`src/doubly_linked_list_engine_assert.svh`:
```
// assertion macros for the doubly linked list engine
// included by the top level; no other dependencies
`ifndef DOUBLY_LINKED_LIST_ENGINE_ASSERT_SVH
`define DOUBLY_LINKED_LIST_ENGINE_ASSERT_SVH

`ifndef NO_ASSERTIONS

// same-cycle implication, checked out of reset
`define DLLE_ASSERT_NOW(label, clk, rst_n, ante, cons) \
  label: assert property (@(posedge clk) disable iff (!rst_n) (ante) |-> (cons)) \
    else $error("dlle assertion failed");

// next-cycle implication, checked out of reset
`define DLLE_ASSERT_NEXT(label, clk, rst_n, ante, cons) \
  label: assert property (@(posedge clk) disable iff (!rst_n) (ante) |=> (cons)) \
    else $error("dlle assertion failed");

`else

`define DLLE_ASSERT_NOW(label, clk, rst_n, ante, cons)
`define DLLE_ASSERT_NEXT(label, clk, rst_n, ante, cons)

`endif

`endif

```
`src/dlle_pkg.sv`:
```
// shared types and constants for the doubly linked list engine
// no dependencies
package dlle_pkg;

  localparam int POOL_NODES = 16;
  localparam int VALUE_BITS = 32;
  localparam int NODE_W     = $clog2(POOL_NODES);
  localparam int LINK_W     = $clog2(POOL_NODES + 1);
  localparam int CNT_W      = $clog2(POOL_NODES + 1);
  localparam logic [LINK_W-1:0] SENT = LINK_W'(POOL_NODES);

  typedef enum logic [2:0] {
    FUNC_PUSH_BACK  = 3'd0,
    FUNC_PUSH_FRONT = 3'd1,
    FUNC_POP_FRONT  = 3'd2,
    FUNC_POP_BACK   = 3'd3,
    FUNC_FIND       = 3'd4,
    FUNC_ERASE      = 3'd5
  } func_e;

  typedef enum logic [2:0] {
    ST_OK         = 3'd0,
    ST_FULL       = 3'd1,
    ST_EMPTY      = 3'd2,
    ST_NOT_FOUND  = 3'd3,
    ST_BAD_HANDLE = 3'd4
  } status_e;

  typedef enum logic [2:0] {
    S_IDLE,
    S_READ,
    S_UNLINK,
    S_LINK,
    S_SPLICE,
    S_FIND_RD,
    S_FIND_CMP,
    S_DONE
  } state_e;

  // write port of a link memory
  typedef struct packed {
    logic              en;
    logic [NODE_W-1:0] addr;
    logic [LINK_W-1:0] data;
  } link_wr_t;

  // write port of the value memory
  typedef struct packed {
    logic                  en;
    logic [NODE_W-1:0]     addr;
    logic [VALUE_BITS-1:0] data;
  } val_wr_t;

endpackage

```
`src/doubly_linked_list_engine.sv`:
```
// top level of the doubly linked list engine: sequencer, sentinel links,
// in-use bits and result register; uses dlle_pkg and dlle_node_store
//
//   channel | signals                                   | direction
//   request | in_valid_i, in_stall_o, func_i,           | in
//           | data_value_i, node_handle_i               |
//   result  | out_valid_o, out_stall_i, status_o,       | out
//           | out_handle_o, out_data_o, list_length_o   |
//
// push steps: accept, node links, neighbor links, result
// pop and erase steps: accept, link read, unlink, result
// full push, empty pop, bad handle, empty find and unused codes: accept, then result
// find: accept, then a read and one compare per node visited, then result
// reset clears the in-use bits, count and sentinel links at once; no sweep
// a new request is taken only when idle; a stalled result holds the engine
module doubly_linked_list_engine import dlle_pkg::*; (
  input  logic                  clk_i,
  input  logic                  rst_ni,
  input  logic                  in_valid_i,
  output logic                  in_stall_o,
  input  logic [2:0]            func_i,
  input  logic [VALUE_BITS-1:0] data_value_i,
  input  logic [NODE_W-1:0]     node_handle_i,
  output logic                  out_valid_o,
  input  logic                  out_stall_i,
  output logic [2:0]            status_o,
  output logic [NODE_W-1:0]     out_handle_o,
  output logic [VALUE_BITS-1:0] out_data_o,
  output logic [CNT_W-1:0]      list_length_o
);

`include "doubly_linked_list_engine_assert.svh"

  // control state
  state_e                  state_q, state_d;
  logic [LINK_W-1:0]       sent_next_q, sent_next_d;
  logic [LINK_W-1:0]       sent_prev_q, sent_prev_d;
  logic [POOL_NODES-1:0]   in_use_q, in_use_d;
  logic [CNT_W-1:0]        total_q, total_d;
  logic                    out_valid_q, out_valid_d;

  // working and payload registers
  logic [NODE_W-1:0]       node_q, node_d;
  logic [LINK_W-1:0]       prv_q, prv_d;
  logic [LINK_W-1:0]       nxt_q, nxt_d;
  logic [VALUE_BITS-1:0]   val_q, val_d;
  status_e                 res_status_q, res_status_d;
  logic [NODE_W-1:0]       res_handle_q, res_handle_d;
  logic [VALUE_BITS-1:0]   res_data_q, res_data_d;
  status_e                 out_status_q, out_status_d;
  logic [NODE_W-1:0]       out_handle_q, out_handle_d;
  logic [VALUE_BITS-1:0]   out_data_q, out_data_d;
  logic [CNT_W-1:0]        out_len_q, out_len_d;

  // memory ports
  link_wr_t                next_wr, prev_wr;
  val_wr_t                 val_wr;
  logic [LINK_W-1:0]       next_rd, prev_rd;
  logic [VALUE_BITS-1:0]   val_rd;

  // lowest free node
  logic                    free_found;
  logic [NODE_W-1:0]       free_idx;

  logic                    out_free;

  dlle_node_store u_store (
    .clk_i     (clk_i),
    .next_wr_i (next_wr),
    .prev_wr_i (prev_wr),
    .val_wr_i  (val_wr),
    .rd_addr_i (node_q),
    .next_rd_o (next_rd),
    .prev_rd_o (prev_rd),
    .val_rd_o  (val_rd)
  );

  // priority search for the lowest free node
  always_comb begin
    free_found = 1'b0;
    free_idx   = '0;
    for (int i = POOL_NODES - 1; i >= 0; i--) begin
      if (!in_use_q[i]) begin
        free_found = 1'b1;
        free_idx   = NODE_W'(i);
      end
    end
  end

  assign out_free   = !out_valid_q || !out_stall_i;
  assign in_stall_o = (state_q != S_IDLE);

  // sequencer: next state, link updates and result
  always_comb begin
    state_d      = state_q;
    sent_next_d  = sent_next_q;
    sent_prev_d  = sent_prev_q;
    in_use_d     = in_use_q;
    total_d      = total_q;
    node_d       = node_q;
    prv_d        = prv_q;
    nxt_d        = nxt_q;
    val_d        = val_q;
    res_status_d = res_status_q;
    res_handle_d = res_handle_q;
    res_data_d   = res_data_q;
    out_valid_d  = out_valid_q && out_stall_i;
    out_status_d = out_status_q;
    out_handle_d = out_handle_q;
    out_data_d   = out_data_q;
    out_len_d    = out_len_q;
    next_wr      = '0;
    prev_wr      = '0;
    val_wr       = '0;

    case (state_q)
      S_IDLE: begin
        if (in_valid_i) begin
          res_status_d = ST_OK;
          res_handle_d = '0;
          res_data_d   = '0;
          val_d        = data_value_i;
          state_d      = S_DONE;
          case (func_i)
            FUNC_PUSH_BACK, FUNC_PUSH_FRONT: begin
              if (free_found) begin
                node_d       = free_idx;
                prv_d        = (func_i == FUNC_PUSH_BACK) ? sent_prev_q : SENT;
                nxt_d        = (func_i == FUNC_PUSH_BACK) ? SENT : sent_next_q;
                res_handle_d = free_idx;
                res_data_d   = data_value_i;
                state_d      = S_LINK;
              end else begin
                res_status_d = ST_FULL;
              end
            end
            FUNC_POP_FRONT: begin
              if (sent_next_q == SENT) begin
                res_status_d = ST_EMPTY;
              end else begin
                node_d  = sent_next_q[NODE_W-1:0];
                state_d = S_READ;
              end
            end
            FUNC_POP_BACK: begin
              if (sent_prev_q == SENT) begin
                res_status_d = ST_EMPTY;
              end else begin
                node_d  = sent_prev_q[NODE_W-1:0];
                state_d = S_READ;
              end
            end
            FUNC_FIND: begin
              if (sent_next_q == SENT) begin
                res_status_d = ST_NOT_FOUND;
              end else begin
                node_d  = sent_next_q[NODE_W-1:0];
                state_d = S_FIND_RD;
              end
            end
            FUNC_ERASE: begin
              if (in_use_q[node_handle_i]) begin
                node_d  = node_handle_i;
                state_d = S_READ;
              end else begin
                res_status_d = ST_BAD_HANDLE;
              end
            end
            default: begin
              // unused codes give an ok result and change nothing
              res_status_d = ST_OK;
            end
          endcase
        end
      end

      // links and value of the node arrive from the memories
      S_READ: begin
        state_d = S_UNLINK;
      end

      // bridge the neighbors over the node and free it
      S_UNLINK: begin
        if (prev_rd == SENT) begin
          sent_next_d = next_rd;
        end else begin
          next_wr = '{en: 1'b1, addr: prev_rd[NODE_W-1:0], data: next_rd};
        end
        if (next_rd == SENT) begin
          sent_prev_d = prev_rd;
        end else begin
          prev_wr = '{en: 1'b1, addr: next_rd[NODE_W-1:0], data: prev_rd};
        end
        in_use_d[node_q] = 1'b0;
        total_d          = total_q - CNT_W'(1);
        res_status_d     = ST_OK;
        res_handle_d     = node_q;
        res_data_d       = val_rd;
        state_d          = S_DONE;
      end

      // new node's own links and value
      S_LINK: begin
        next_wr          = '{en: 1'b1, addr: node_q, data: nxt_q};
        prev_wr          = '{en: 1'b1, addr: node_q, data: prv_q};
        val_wr           = '{en: 1'b1, addr: node_q, data: val_q};
        in_use_d[node_q] = 1'b1;
        total_d          = total_q + CNT_W'(1);
        state_d          = S_SPLICE;
      end

      // neighbors point at the new node
      S_SPLICE: begin
        if (prv_q == SENT) begin
          sent_next_d = LINK_W'(node_q);
        end else begin
          next_wr = '{en: 1'b1, addr: prv_q[NODE_W-1:0], data: LINK_W'(node_q)};
        end
        if (nxt_q == SENT) begin
          sent_prev_d = LINK_W'(node_q);
        end else begin
          prev_wr = '{en: 1'b1, addr: nxt_q[NODE_W-1:0], data: LINK_W'(node_q)};
        end
        state_d = S_DONE;
      end

      // wait for the visited node's value and next link
      S_FIND_RD: begin
        state_d = S_FIND_CMP;
      end

      // one compare per visited node
      S_FIND_CMP: begin
        if (val_rd == val_q) begin
          res_status_d = ST_OK;
          res_handle_d = node_q;
          res_data_d   = val_q;
          state_d      = S_DONE;
        end else if (next_rd == SENT) begin
          res_status_d = ST_NOT_FOUND;
          state_d      = S_DONE;
        end else begin
          node_d  = next_rd[NODE_W-1:0];
          state_d = S_FIND_RD;
        end
      end

      // hand the result over once the output register is free
      S_DONE: begin
        if (out_free) begin
          out_valid_d  = 1'b1;
          out_status_d = res_status_q;
          out_handle_d = res_handle_q;
          out_data_d   = res_data_q;
          out_len_d    = total_q;
          state_d      = S_IDLE;
        end
      end

      default: begin
        state_d = S_IDLE;
      end
    endcase
  end

  // control registers
  always_ff @(posedge clk_i or negedge rst_ni) begin
    if (!rst_ni) begin
      state_q     <= S_IDLE;
      sent_next_q <= SENT;
      sent_prev_q <= SENT;
      in_use_q    <= '0;
      total_q     <= '0;
      out_valid_q <= 1'b0;
    end else begin
      state_q     <= state_d;
      sent_next_q <= sent_next_d;
      sent_prev_q <= sent_prev_d;
      in_use_q    <= in_use_d;
      total_q     <= total_d;
      out_valid_q <= out_valid_d;
    end
  end

  // payload registers
  always_ff @(posedge clk_i) begin
    node_q       <= node_d;
    prv_q        <= prv_d;
    nxt_q        <= nxt_d;
    val_q        <= val_d;
    res_status_q <= res_status_d;
    res_handle_q <= res_handle_d;
    res_data_q   <= res_data_d;
    out_status_q <= out_status_d;
    out_handle_q <= out_handle_d;
    out_data_q   <= out_data_d;
    out_len_q    <= out_len_d;
  end

  assign out_valid_o   = out_valid_q;
  assign status_o      = out_status_q;
  assign out_handle_o  = out_handle_q;
  assign out_data_o    = out_data_q;
  assign list_length_o = out_len_q;

  // node count tracks the in-use bits
  `DLLE_ASSERT_NOW(a_count_match, clk_i, rst_ni, 1'b1, $countones(in_use_q) == total_q)
  // an empty list has a self-linked sentinel
  `DLLE_ASSERT_NOW(a_empty_sentinel, clk_i, rst_ni, total_q == '0,
                   sent_next_q == SENT && sent_prev_q == SENT)
  // a finished request reaches the output once it is free
  `DLLE_ASSERT_NEXT(a_done_delivers, clk_i, rst_ni, state_q == S_DONE && out_free,
                    out_valid_q && state_q == S_IDLE)

endmodule

```
`src/dlle_node_store.sv`:
```
// node pool storage: next links, prev links and values, one write and
// one registered read each per cycle; uses dlle_pkg
module dlle_node_store import dlle_pkg::*; (
  input  logic                  clk_i,
  input  link_wr_t              next_wr_i,
  input  link_wr_t              prev_wr_i,
  input  val_wr_t               val_wr_i,
  input  logic [NODE_W-1:0]     rd_addr_i,
  output logic [LINK_W-1:0]     next_rd_o,
  output logic [LINK_W-1:0]     prev_rd_o,
  output logic [VALUE_BITS-1:0] val_rd_o
);

  logic [LINK_W-1:0]     next_mem [POOL_NODES];
  logic [LINK_W-1:0]     prev_mem [POOL_NODES];
  logic [VALUE_BITS-1:0] val_mem  [POOL_NODES];

  // next link memory
  always_ff @(posedge clk_i) begin
    if (next_wr_i.en) begin
      next_mem[next_wr_i.addr] <= next_wr_i.data;
    end
    next_rd_o <= next_mem[rd_addr_i];
  end

  // prev link memory
  always_ff @(posedge clk_i) begin
    if (prev_wr_i.en) begin
      prev_mem[prev_wr_i.addr] <= prev_wr_i.data;
    end
    prev_rd_o <= prev_mem[rd_addr_i];
  end

  // value memory
  always_ff @(posedge clk_i) begin
    if (val_wr_i.en) begin
      val_mem[val_wr_i.addr] <= val_wr_i.data;
    end
    val_rd_o <= val_mem[rd_addr_i];
  end

endmodule

```
`config.mk`:
```
export PLATFORM = sky130hd
export DESIGN_NAME = doubly_linked_list_engine
export DESIGN_NICKNAME = d
export VERILOG_FILES = /design/src/dlle_pkg.sv /design/src/doubly_linked_list_engine.sv /design/src/dlle_node_store.sv
export VERILOG_INCLUDE_DIRS = /design/src /design/src/src
export SDC_FILE = /design/constraint.sdc
export NUM_CORES = 1
export LEC_CHECK = 0
export ABC_AREA = 1
export ABC_CLOCK_PERIOD_IN_PS = 8740
export BUFFER_PORTS_ARGS = -buffer_cell sky130_fd_sc_hd__buf_2
export CELL_PAD_IN_SITES_DETAIL_PLACEMENT = 2
export CELL_PAD_IN_SITES_GLOBAL_PLACEMENT = 2
export CORE_ASPECT_RATIO = 1.2
export CORE_MARGIN = 8
export CORE_UTILIZATION = 46
export CTS_BUF_LIST = sky130_fd_sc_hd__clkbuf_2 sky130_fd_sc_hd__clkbuf_4 sky130_fd_sc_hd__clkbuf_8
export DETAILED_ROUTE_END_ITERATION = 16
export PLACE_DENSITY_LB_ADDON = 0.1
export SLEW_MARGIN = 30
export SYNTH_ARGS = -nofsm -noshare
export SYNTH_HDL_FRONTEND = slang
export SYNTH_HIERARCHICAL = 1
export SYNTH_SLANG_ARGS = --single-unit
```
`constraint.sdc`:
```
create_clock -name clk_i -period 8.74 [get_ports clk_i]
set_clock_uncertainty 0.1 [all_clocks]
set_input_delay 1.748 -clock clk_i [delete_from_list [all_inputs] [get_ports clk_i]]
set_output_delay 1.748 -clock clk_i [all_outputs]
set_load 0.01 [all_outputs]
```
; ---- Word-level counts from Yosys, hierarchy flattened
; Memories as Yosys holds them, arrays and structs flattened. A register that Yosys moved wholly into a read port is not among the register bits.
; Index checks and enable logic that the tools add are counted.
[totals]
n_memories = 3
input_bits = 43
mem_bits_rw = 672
out_inout_bits = 46
word_cells = 185
ff_bits = 164
[memory_table]
columns = memory, depth, word_bits, read_ports, rd_clocked_by_memory_dff, write_ports, line_no
row1 = u_store.val_mem, 16, 32, 1, 1, 1, dlle_node_store.sv:16  ; logic [VALUE_BITS-1:0] val_mem [POOL_NODES];
row2 = u_store.next_mem, 16, 5, 1, 1, 1, dlle_node_store.sv:14  ; logic [LINK_W-1:0] next_mem [POOL_NODES];
row3 = u_store.prev_mem, 16, 5, 1, 1, 1, dlle_node_store.sv:15  ; logic [LINK_W-1:0] prev_mem [POOL_NODES];
[op_classes]
eq_ne = 34
mux = 99
add_sub_neg = 2
n_reduce_logical = 24
bitwise = 3
magnitude_cmp = 3
[ops]
columns = op, n
row1 = $mux 32, 4
row2 = $mux 4, 27
row3 = $pmux 32 s3, 1
row4 = $pmux 10 s3, 2
row5 = $mux 10, 4
row6 = $mux 37, 1
row7 = $eq 32x32->1, 1
row8 = $pmux 16 s2, 1
row9 = $eq 5x5->1 const B, 6
row10 = $mux 3, 10
row11 = $pmux 3 s5, 2
row12 = $pmux 5 s2, 3
row13 = $mux 1, 27
row14 = $pmux 3 s7, 1
row15 = $mux 5, 4
row16 = $eq 3x3->1 const B, 6
row17 = $ne 2x2->1 const B, 9
row18 = $and 16x16->16, 1
row19 = $not 16->16, 1
row20 = $or 16x16->16, 1
row21 = $pmux 4 s4, 1
row22 = $ne 3x3->1 const B, 5
row23 = $eq 3x2->1 const B, 4
row24 = $mux 2, 6
row25 = other kinds (22), 37

; ---- Depth between registers and ports, before layout
; Gate-level depths: netlist (run 1).
[depth]
ltp_word = 20
ltp_mapped = 19
mapped_depth_nobuf = 19

; ---- Hierarchy
; Netlist (run 1), hierarchy kept.
[modules_own_cells]
columns = module, cells_per_inst, n_inst, area_per_inst_um2, seq_area_each_um2
row1 = dlle_node_store, 2832, 1, 29703.5, 21020.2
row2 = doubly_linked_list_engine, 825, 1, 7977.7, 4752.1

; ---- Worst setup path after synthesis (run 1)
; OpenSTA, ideal clock, no wires.
[synth_timing]
path_type = input to register
start = in out_stall_i
end = reg out_len_q[0], in the netlist list_length_o[0], enable pin
setup_slack_ns = 4.480
cell_stages = 3
n_path_buf = 0
required_ns = 8.194
setup_time_ns = 0.446
arrival_time_ns = 3.714
path_cell_list = nand2_1 > inv_1 > nor2_1
[synth_between]
elab_chain_len = 3
[synth_lines]
columns = item, line_no
row1 = "start, declared", doubly_linked_list_engine.sv:25  ; input logic out_stall_i,
row2 = $logic_not 1->1, doubly_linked_list_engine.sv:90  ; assign out_free = !out_valid_q || !out_stall_i;
row3 = $logic_or 1x1->1, doubly_linked_list_engine.sv:90
row4 = $reduce_and 2->1 (no source line), n/a
row5 = "end signal, assigned", doubly_linked_list_engine.sv:297  ; out_len_q <= out_len_d;
row6 = "end, declared", doubly_linked_list_engine.sv:53  ; logic [CNT_W-1:0] out_len_q, out_len_d;
; Every way passes these cells.
; A chain may end at the register's enable or synchronous reset.

; ---- Worst setup path after layout (run 1)
[layout_timing]
start = reg state_q[2]
end = out in_stall_o
[layout_between]
elab_chain_len = 1
[layout_lines]
columns = item, line_no
row1 = "start, declared", doubly_linked_list_engine.sv:35  ; state_e state_q, state_d;
row2 = "start signal, assigned", doubly_linked_list_engine.sv:276  ; state_q <= state_d;
row3 = $reduce_bool 3->1, doubly_linked_list_engine.sv:91  ; assign in_stall_o = (state_q != S_IDLE);
row4 = "end, declared", doubly_linked_list_engine.sv:20  ; output logic in_stall_o,
; Every way passes these cells.

==> impl_metrics.csv, run 1 <==
group,metric,value,unit
placement,numPlacedInstances,4687,
global_routing,top_usage_layer,"met2",
placement,place_ws,4.95,ns
setup_path,worstRegToRegCells,7,
global_routing,antenna_found_initial,1,
clock_network,cts_tree,"done",
synth,synth_seq_cells,878,
clock_network,htreeDepth,4,
global_routing,grt_overflow_total,0,
floorplan,fp.dieH,330,microns
synth,async_reset_ff_frac,0.0399,
sta,slew_headroom,0.332,
placement,place.gp.congestion,0.831,
setup_path,rr_endpoint,"u_store/next_mem[6][1]",
synth,syn_inst,3657,
detailed_routing,drtAntennaViolNets,0,
synth,synthFlopType,"edfxtp_1",
sta,fin_crit_sh,0.461,
sta,rsz0062_at_grt,"no",
detailed_routing,post_drt_wl_per_cell,27.9,microns
cells_and_area,syn2layout_area_growth,13.2,%
synth,synth_area,0.0377,sq mm
clock_network,cts_buffer_depth,3,
synth,synth_common_cells,"nand2_1 (1,075), edfxtp_1 (801), inv_1 (640), nand3_1 (538), nor2_1 (133)",
setup_path,rrSetupSlack,4.79,ns
power_and_ir_drop,power.density,331,mW/mm^2
floorplan,die_area,0.0914,sq mm
floorplan,row_count,115,
detailed_routing,dr.pass1.iters,7,
detailed_routing,vias_per_cell,5.74,
clock_network,clock_sinks,878,
min_path,hold_start,"res_data_q[12]",
cells_and_area,multi_input_area,0.00900,sq mm
global_routing,met2_usage,0.532,
synth,synth_most_common_cell,"nand2_1",
synth,seq_area_frac_synth,0.684,
synth,yosysTopAreaCell,"edfxtp_1",
floorplan,ios,89,
placement,io_buffers,88,
clock_network,cts-resized-gates,0,
synth,yosys.area.top_type_share,0.638,
cells_and_area,postLayoutCellArea,0.0426,sq mm
clock_network,cts_hold_buf,0,
floorplan,coreArea,0.0816,sq mm
setup_path,crit_path_end_kind,"output pin",
job,cap_violations,0,
clock_network,cts_made_buffers,147,
clock_network,path_clk_slew,0.07,ns
placement,place_hpwl,78200,microns
setup_path,r2r_start,"state_q[0]",
global_routing,grt_pass1_wl,205000,microns
synth,synth_cell_types,44,
sta,finalSetupViolCount,0,
sta,drv_slew,0,
cells_and_area,drive_gt1_frac,0.121,
min_path,hold_path.class,"reg -> reg",
sta,setup_tns,0,ns
synth,synth.area.top_cells,"edfxtp_1 (64%), nand2_1 (11%), nand3_1 (7.1%)",
placement,post_dp_cell_area,0.0394,sq mm
setup_path,critPathMaxFanout,5,
clock_network,cts_setup_buffers,0,
sta,setup_slack,4.71,ns
cells_and_area,layout.nets,3836,
sta,fmax,248,MHz
min_path,hold_depth,0,
cells_and_area,fin_util,0.523,
floorplan,die_x,277,microns
sta,tightest_slew,0.991,ns
synth,syn-num-nets,3706,
clock_network,clockRootBuffer,"clkbuf_8",
setup_path,cp-start-kind,"register",
detailed_routing,routed_wl,139000,microns
min_path,min_to,"out_data_o[12]",
floorplan,start_util,0.462,
cells_and_area,seqCellArea,0.0258,sq mm
cells_and_area,fin_cells,4966,
global_routing,grt_max_degree,190,
power_and_ir_drop,p_leak,18.1,nW
detailed_routing,drcViolationCount,0,
setup_path,arrival,2.18,ns
power_and_ir_drop,peakVddDrop,0.000218,V
global_routing,grtUsageMet3,0.0484,
detailed_routing,vias,28500,
run_status,status,"finished clean",
synth,syn_avg_cell_area,10.3,sq um
setup_path,criticalPathCategory,"reg -> out",
global_routing,grt_use_met1,0.361,
clock_network,insertion_delay,0.82,ns
global_routing,grt_usage,0.300,
setup_path,cp.required,6.89,ns
sta,layout_min_cycle_time,4.03,ns
synth,synth_edf_count,801,
detailed_routing,drtIter0Drc,2366,
cells_and_area,fillCellCount,8169,
global_routing,grt_pass1_vias,32000,
sta,hold_viol,0,
synth,ys_warn_count,6,
-- per-stage QoR --
step                      total power, W  hold WS (ns)
after floorplan                  0.00823         0.300
after global placement           0.00967         0.303
after detailed placement          0.0101         0.305
after CTS                         0.0141         0.308
after global routing              0.0147         0.329
final                             0.0141         0.318
-- sequential cells by signal, summed over array words and instances, names as in the netlist, 32 cells and up, named ones only --
register          cells
out_data_o           32
res_data_q           32
u_store/next_mem     80
u_store/prev_mem     80
u_store/val_mem     512
u_store/val_rd_o     32
val_q                32
-- final cells by class --
cell class,instances,area share
well taps,1053,0.0309
flip-flops and latches,878,0.604
clock buffers,239,0.0679
repair buffers,141,0.0233
diodes,1,0.0000587
inverters,653,0.0580
multi-input cells,1966,0.211
clock inverters,35,0.00431
-- layout by cell type, fill, tap and decap left out, types with 8 or more instances in the layout --
cell      instances
nand2_1        1075
edfxtp_1        801
inv_1           639
nand3_1         538
clkbuf_8        176
buf_2            88
nor2_1           82
clkbuf_4         63
buf_4            44
dfxtp_1          42
o21ai_0          41
nor2_2           34
a21oi_1          33
dfrtp_1          33
o221ai_1         27
nor2_4           21
clkinv_1         20
a31oi_1          19
nand4_1          14
nor3_1           13
o211ai_1         12
xor2_1           11
a22oi_1           9
inv_2             8
o22ai_1           8
clkinv_2          8
-- power breakdown --
part | switching, W | internal, W
Combinational | 0.00340 | 0.00111
Clock | 0.00178 | 0.00210
Sequential | 0.000368 | 0.00536
Total | 0.00555 | 0.00856
-- worst max-delay path by stage --
stage | startpoint | end | slack, ns | depth (start not counted)
floorplan | out_stall_i | list_length_o[0] | 4.48 | 3
global placement | in_valid_i | res_data_q[16] | 5.00 | 5
detailed placement | state_q[2] | u_store/val_mem[2][2] | 4.95 | 7
CTS | state_q[2] | in_stall_o | 4.65 | 5
global route | state_q[2] | in_stall_o | 4.57 | 5
finish | state_q[2] | in_stall_o | 4.71 | 5
-- metal layers --
metal	part of all wire	vias to the layer above	wire length, microns
met4	0.039	0	5350
met2	0.51	1083	70600
met5	0	-	0
li1	-	12200	-
met3	0.060	331	8320
met1	0.39	14900	54500
-- worst max-delay path, cell delays in order (launching register included) --
cell and delay [ns]:
dfrtp_1 0.50, inv_2 0.13, nand2_1 0.08, nor2_1 0.35, inv_2 0.14, buf_2 0.17
-- logic make-up (layout without fill, tap and decap cells) --
group | count (synthesis) | after routing | synth area share
buffers and inverters | 813 | 1068 | 0.0838
and+or+nand+nor | 1790 | 1790 | 0.201
other | 0 | 1 | 0
DFF | 878 | 878 | 0.684
xor gates and xnor gates | 13 | 13 | 0.00302
AOI/OAI and AO/OA | 157 | 157 | 0.0265
adders and majority gates | 6 | 6 | 0.00219
No activity file was read; power rests on OpenSTA's default activity.
==> run 2: changes to the inputs <==
--- a/config.mk
+++ b/config.mk
@@ -6,14 +6,14 @@
 export SDC_FILE = /design/constraint.sdc
 export NUM_CORES = 1
 export LEC_CHECK = 0
-export ABC_AREA = 1
-export ABC_CLOCK_PERIOD_IN_PS = 8740
+export ABC_AREA = 0
+export ABC_CLOCK_PERIOD_IN_PS = 4100
 export BUFFER_PORTS_ARGS = -buffer_cell sky130_fd_sc_hd__buf_2
 export CELL_PAD_IN_SITES_DETAIL_PLACEMENT = 2
 export CELL_PAD_IN_SITES_GLOBAL_PLACEMENT = 2
 export CORE_ASPECT_RATIO = 1.2
 export CORE_MARGIN = 8
-export CORE_UTILIZATION = 46
+export CORE_UTILIZATION = 50
 export CTS_BUF_LIST = sky130_fd_sc_hd__clkbuf_2 sky130_fd_sc_hd__clkbuf_4 sky130_fd_sc_hd__clkbuf_8
 export DETAILED_ROUTE_END_ITERATION = 16
 export PLACE_DENSITY_LB_ADDON = 0.1
==> constraint.sdc (replaced) <==
create_clock -name clk_i -period 4.1 [get_ports clk_i]
set_clock_uncertainty 0.1 [all_clocks]
set_input_delay 0.82 -clock clk_i [delete_from_list [all_inputs] [get_ports clk_i]]
set_output_delay 0.82 -clock clk_i [all_outputs]
set_load 0.01 [all_outputs]
==> run 2 against run 1 <==
  * First-iteration DRC count decreased by 30%
  * Critical path type is now reg -> reg
  * Non-clock buffer count unchanged
  * Critical path depth rose by 3
==> impl_metrics.csv, run 2 <==
group,metric,value,unit
synth,synth_common_cells,"edfxtp_1 (801), mux4_2 (170), nand2_1 (140), a22oi_1 (85), nor2_1 (57)",
detailed_routing,vias,19200,
power_and_ir_drop,power.density,693,mW/mm^2
clock_network,cts_buffer_depth,3,
sta,fmax,256,MHz
detailed_routing,drtAntennaViolNets,0,
cells_and_area,drive_gt1_frac,0.284,
synth,synth_area,0.0343,sq mm
power_and_ir_drop,p_int,0.0181,W
setup_path,cp-start-kind,"register",
power_and_ir_drop,p_leak,13.4,nW
setup_path,critPathMaxFanout,23,
cells_and_area,layout.nets,2064,
floorplan,start_util,0.503,
global_routing,grt_pass1_vias,21500,
synth,synth.area.top_cells,"edfxtp_1 (70%), mux4_2 (11%), dfxtp_1 (2.5%)",
floorplan,row_count,105,
cells_and_area,fillCellCount,5601,
setup_path,arrival,4.26,ns
clock_network,clock_sinks,878,
synth,syn_avg_cell_area,18.8,sq um
clock_network,cts_made_buffers,142,
cells_and_area,final_common_cell,"edfxtp_1",
sta,setup_slack,0.196,ns
detailed_routing,routed_wl,111000,microns
power_and_ir_drop,switchingPower,0.00901,W
min_path,hold_path.class,"in -> reg",
power_and_ir_drop,netSwitchingFraction,0.333,
setup_path,criticalPathCategory,"reg -> reg",
synth,ys_warn_count,6,
detailed_routing,drcViolationCount,0,
floorplan,die_area,0.0772,sq mm
global_routing,grt_max_degree,134,
cells_and_area,largest_reg_flops,512,
power_and_ir_drop,p_comb_frac,0.260,
cells_and_area,final_cell_mix,"edfxtp_1 (801), mux4_2 (170), clkbuf_8 (161)",
detailed_routing,drtIter0Drc,1658,
synth,yosys.area.top_type_share,0.702,
global_routing,grt_usage,0.291,
floorplan,ios,89,
sta,setup_tns,0,ns
placement,place_ws,0.394,ns
clock_network,cts_setup_buffers,0,
clock_network,path_clk_slew,0.07,ns
synth,synth_seq_cells,878,
floorplan,die_x,255,microns
setup_path,crit_path_end_kind,"register",
sta,layout_min_cycle_time,3.90,ns
job,cap_violations,0,
synth,synthFlopType,"edfxtp_1",
sta,slew_headroom,0.379,
clock_network,clockRootBuffer,"clkbuf_8",
synth,synth_edf_count,801,
synth,async_reset_ff_frac,0.0399,
clock_network,cts-resized-gates,0,
detailed_routing,post_drt_wl_per_cell,36.4,microns
power_and_ir_drop,finalPower,0.0271,W
clock_network,htreeDepth,4,
synth,synth_cell_types,58,
detailed_routing,dr.pass1.iters,6,
sta,fin_crit_sh,0.952,
global_routing,grt_pass1_wl,159000,microns
floorplan,fp.dieH,303,microns
power_and_ir_drop,p_seq_frac,0.443,
synth,syn-num-nets,1871,
clock_network,cts_hold_buf,0,
synth,seq_area_frac_synth,0.752,
synth,yosysTopAreaCell,"edfxtp_1",
placement,place.gp.congestion,0.807,
floorplan,coreArea,0.0682,sq mm
sta,hold_viol,0,
placement,place_hpwl,63800,microns
cells_and_area,top_register,"u_store/val_mem",
synth,syn_inst,1822,
run_status,status,"finished clean",
sta,tightest_slew,0.932,ns
sta,drv_slew,0,
synth,synth_most_common_cell,"edfxtp_1",
clock_network,cts_tree,"done",
detailed_routing,vias_per_cell,6.31,
setup_path,cp.required,4.46,ns
power_and_ir_drop,p_clk_frac,0.296,
global_routing,grt_overflow_total,0,
cells_and_area,reg.largest.list,"u_store/val_mem (512), u_store/next_mem (80), u_store/prev_mem (80)",
sta,finalSetupViolCount,0,
clock_network,insertion_delay,0.80,ns
global_routing,antenna_found_initial,2,
power_and_ir_drop,peakVddDrop,0.000439,V
placement,io_buffers,88,
sta,rsz0062_at_grt,"no",
cells_and_area,syn2layout_area_growth,14.0,%
run 2: critical path: stages, from the launching register on:
cell and delay [ns]:
dfrtp_1 0.68, nand2_1 0.15, or2_2 0.34, inv_2 0.26, nand2_1 0.11, inv_1 0.49, nand2b_1 0.43, nor2_4 0.62
buf_12 0.35
run 2: worst paths after layout:
path	from	to	slack (ns)	cells past startpoint
min in group asynchronous	rst_ni	total_q[0]	0.35	2
max reg2reg	state_q[1]	u_store/val_mem[1][28]	0.20	8
max in group asynchronous	rst_ni	sent_prev_q[4]	3.02	3
min	data_value_i[3]	val_q[3]	0.12	1
min reg2reg	res_handle_q[2]	out_handle_o[2]	0.33	0
max	state_q[1]	u_store/val_mem[1][28]	0.20	8
run 2: final cells by class:
class                      count  area, sq um  area share
timing repair buffer         141          998      0.0256
clock inverter                42          288     0.00736
sequential                   878        25800       0.660
clock buffer                 219         2650      0.0678
antenna                        1         2.50   0.0000640
multi-input combinational    827         8130       0.208
inverter                      25         93.8     0.00240
tap                          909         1140      0.0291
run 2: cell families (layout without fill, tap and decap cells):
| group | after synthesis | after routing | share of synthesized area |
|---|---|---|---|
| DFF | 878 | 878 | 0.752 |
| xor gates and xnor gates | 37 | 37 | 0.00945 |
| and+or+nand+nor | 343 | 343 | 0.0480 |
| muxes | 216 | 216 | 0.126 |
| adders and majority gates | 6 | 6 | 0.00241 |
| AOI/OAI and AO/OA | 225 | 225 | 0.0451 |
| other | 0 | 1 | 0 |
| buffers and inverters | 117 | 427 | 0.0169 |
run 2: power by group through the flow:
stage / combinational, W / sequential, W / clock [W]
6_report: 0.00705 / 0.0120 / 0.00803
3_5_place_dp: 0.00690 / 0.0121 / 0
3_3_place_gp: 0.00653 / 0.0120 / 0
5_1_grt: 0.00743 / 0.0121 / 0.00851
2_1_floorplan: 0.00438 / 0.0119 / 0
4_1_cts: 0.00711 / 0.0120 / 0.00821
run 2: metrics by stage:
| stage | instances | instance area, sq um | hold WS, ns | utilization |
|---|---|---|---|---|
| global placement | 2777 | 36100 | 0.300 | 0.529 |
| floorplan | 1822 | 34300 | 0.300 | - |
| global route | 3042 | 39100 | 0.0706 | 0.573 |
| finish | 3042 | 39100 | 0.119 | 0.573 |
| detailed placement | 2777 | 36100 | 0.308 | 0.529 |
| CTS | 3038 | 39000 | 0.00844 | 0.572 |
run 2: routing by layer:
layer,track usage,up-vias,wire length [microns]
li1,-,7777,-
met1,0.349,10400,41800
met2,0.525,813,59400
met3,0.0445,214,5500
met4,0.108,0,4100
met5,0,-,0
==> run 3: changes to the inputs <==
--- a/config.mk
+++ b/config.mk
@@ -12,7 +12,6 @@
 export CELL_PAD_IN_SITES_DETAIL_PLACEMENT = 2
 export CELL_PAD_IN_SITES_GLOBAL_PLACEMENT = 2
 export CORE_ASPECT_RATIO = 1.2
-export CORE_MARGIN = 8
 export CORE_UTILIZATION = 50
 export CTS_BUF_LIST = sky130_fd_sc_hd__clkbuf_2 sky130_fd_sc_hd__clkbuf_4 sky130_fd_sc_hd__clkbuf_8
 export DETAILED_ROUTE_END_ITERATION = 16
==> run 3 against run 2 <==
  * Via count rose by 1.8%
  * Critical path depth did not move
  * Non-clock buffer count rose by 6
  * Global-route usage rose by 4.6 points
  * Critical endpoint is now u_store/val_mem[3][3]
==> impl_metrics.csv, run 3 (same netlist as run 2, synthesis figures left out) <==
group,metric,value,unit
sta,fmax,247,MHz
placement,place.gp.congestion,0.830,
sta,slew_headroom,0.275,
detailed_routing,drtAntennaViolNets,0,
clock_network,htreeDepth,4,
cells_and_area,drive_gt1_frac,0.275,
global_routing,grt_max_degree,108,
power_and_ir_drop,p_leak,13.4,nW
sta,layout_min_cycle_time,4.04,ns
cells_and_area,postLayoutCellArea,0.0390,sq mm
placement,post_dp_cell_area,0.0363,sq mm
sta,finalSetupViolCount,0,
clock_network,insertion_delay,0.81,ns
detailed_routing,met3_wirelength,6670,microns
clock_network,clockRootBuffer,"clkbuf_8",
global_routing,grt_usage,0.336,
clock_network,cts_setup_buffers,0,
power_and_ir_drop,peakVddDrop,0.000395,V
floorplan,start_util,0.509,
min_path,hold_path.class,"in -> reg",
placement,io_buffers,88,
placement,place_hpwl,64800,microns
cells_and_area,fillCellCount,5713,
floorplan,fp.dieH,289,microns
job,cap_violations,0,
detailed_routing,post_drt_wl_per_cell,37.4,microns
clock_network,path_clk_slew,0.07,ns
sta,hold_ws,0.115,ns
sta,fin_crit_sh,0.986,
global_routing,antenna_found_initial,3,
global_routing,grt_overflow_total,0,
cells_and_area,top_register,"u_store/val_mem",
detailed_routing,wl_met1,41600,microns
global_routing,grt_pass1_wl,161000,microns
floorplan,die_area,0.0696,sq mm
clock_network,cts_buffer_depth,3,
setup_path,cp.required,4.47,ns
placement,place_ws,0.352,ns
cells_and_area,syn2layout_area_growth,13.9,%
cells_and_area,final_common_cell,"edfxtp_1",
detailed_routing,dr.pass1.iters,5,
setup_path,criticalPathCategory,"reg -> reg",
detailed_routing,vias,19500,
clock_network,clock_sinks,878,
sta,drv_slew,0,
detailed_routing,vias_per_cell,6.44,
setup_path,critPathMaxFanout,22,
detailed_routing,routed_wl,114000,microns
sta,rsz0062_at_grt,"no",
floorplan,ios,89,
clock_network,cts_tree,"done",
floorplan,coreArea,0.0674,sq mm
sta,tightest_slew,1.09,ns
cells_and_area,final_cell_mix,"edfxtp_1 (801), mux4_2 (170), clkbuf_8 (151)",
cells_and_area,reg.largest.list,"u_store/val_mem (512), u_store/next_mem (80), u_store/prev_mem (80)",
cells_and_area,largest_reg_flops,512,
detailed_routing,top_layer,"met5",
sta,hold_viol,0,
floorplan,die_x,241,microns
floorplan,row_count,104,
detailed_routing,dr_wl_met2,60300,microns
sta,setup_tns,0,ns
detailed_routing,drcViolationCount,0,
global_routing,grt_pass1_vias,21600,
cells_and_area,layout.nets,2071,
setup_path,crit_path_end_kind,"register",
setup_path,cp-start-kind,"register",
detailed_routing,drtIter0Drc,2022,
power_and_ir_drop,finalPower,0.0270,W
setup_path,arrival,4.42,ns
clock_network,cts_made_buffers,143,
run_status,status,"finished clean",
power_and_ir_drop,power.density,692,mW/mm^2
sta,setup_slack,0.0569,ns
==> run 3: cell types whose count changed in the layout (fill, tap and decap cells not counted), moves of 2 or more <==
| cell | previous run | this run |
|---|---|---|
| clkbuf_4 | 58 | 45 |
| buf_16 | 1 | 3 |
| clkinvlp_4 | 5 | 3 |
| buf_12 | 11 | 16 |
| bufinv_16 | 2 | 0 |
| inv_8 | 2 | 6 |
| clkinv_8 | 0 | 2 |
| clkinv_2 | 15 | 13 |
| clkbuf_8 | 161 | 151 |
| clkinv_1 | 13 | 34 |
==> run 3: worst paths after layout <==
path / from / endpoint / slack, ns / cells after the start
worst max-delay path: state_q[1] / u_store/val_mem[3][3] / 0.06 / 8
worst min-delay path: data_value_i[11] / val_q[11] / 0.12 / 1
worst max register to register: state_q[1] / u_store/val_mem[3][3] / 0.06 / 8
worst min register to register: res_status_q[0] / status_o[0] / 0.31 / 0
max in group asynchronous: rst_ni / state_q[2] / 3.04 / 2
min in group asynchronous: rst_ni / total_q[4] / 0.45 / 2
==> run 3: cell type report <==
type | count | area, sq um | area share
sequential | 878 | 25800 | 0.660
multi-input combinational | 827 | 8130 | 0.208
clock buffer | 196 | 2420 | 0.0619
timing repair buffer | 147 | 1150 | 0.0294
tap | 901 | 1130 | 0.0289
clock inverter | 62 | 350 | 0.00897
inverter | 25 | 93.8 | 0.00240
antenna | 1 | 2.50 | 0.0000641
==> run 3: power breakdown <==
group / total (W) / switching [W] / internal (W) / leakage, nW
Sequential: 0.0120 / 0.000733 / 0.0113 / 8.38
Combinational: 0.00726 / 0.00470 / 0.00256 / 3.53
Clock: 0.00776 / 0.00389 / 0.00387 / 1.47
==> run 3: timing repair <==
item,in CTS,in global routing
resized for setup,0,0
hold endpoints to repair,0,33
hold buffers,0,1
setup endpoints to repair,0,0
==> run 3: worst max-delay path: stages (launching register included) <==
cell and delay (ns):
dfrtp_1 0.70, nand2_1 0.18, or2_2 0.34, inv_2 0.30
nand2_1 0.13, inv_1 0.49, nand2_1 0.47, nor2_4 0.63
buf_12 0.29
==> run 3: per-layer routing <==
layer	vias to the layer above	GRT usage
li1	7786	-
met1	10500	0.402
met2	989	0.590
met3	272	0.0581
met4	2	0.164
met5	-	0
==> run 3: through the flow <==
step | utilization | cells
final | 0.579 | 3037
after global routing | 0.579 | 3037
after CTS | 0.579 | 3035
after detailed placement | 0.538 | 2777
after global placement | 0.537 | 2774
after floorplan | - | 1822
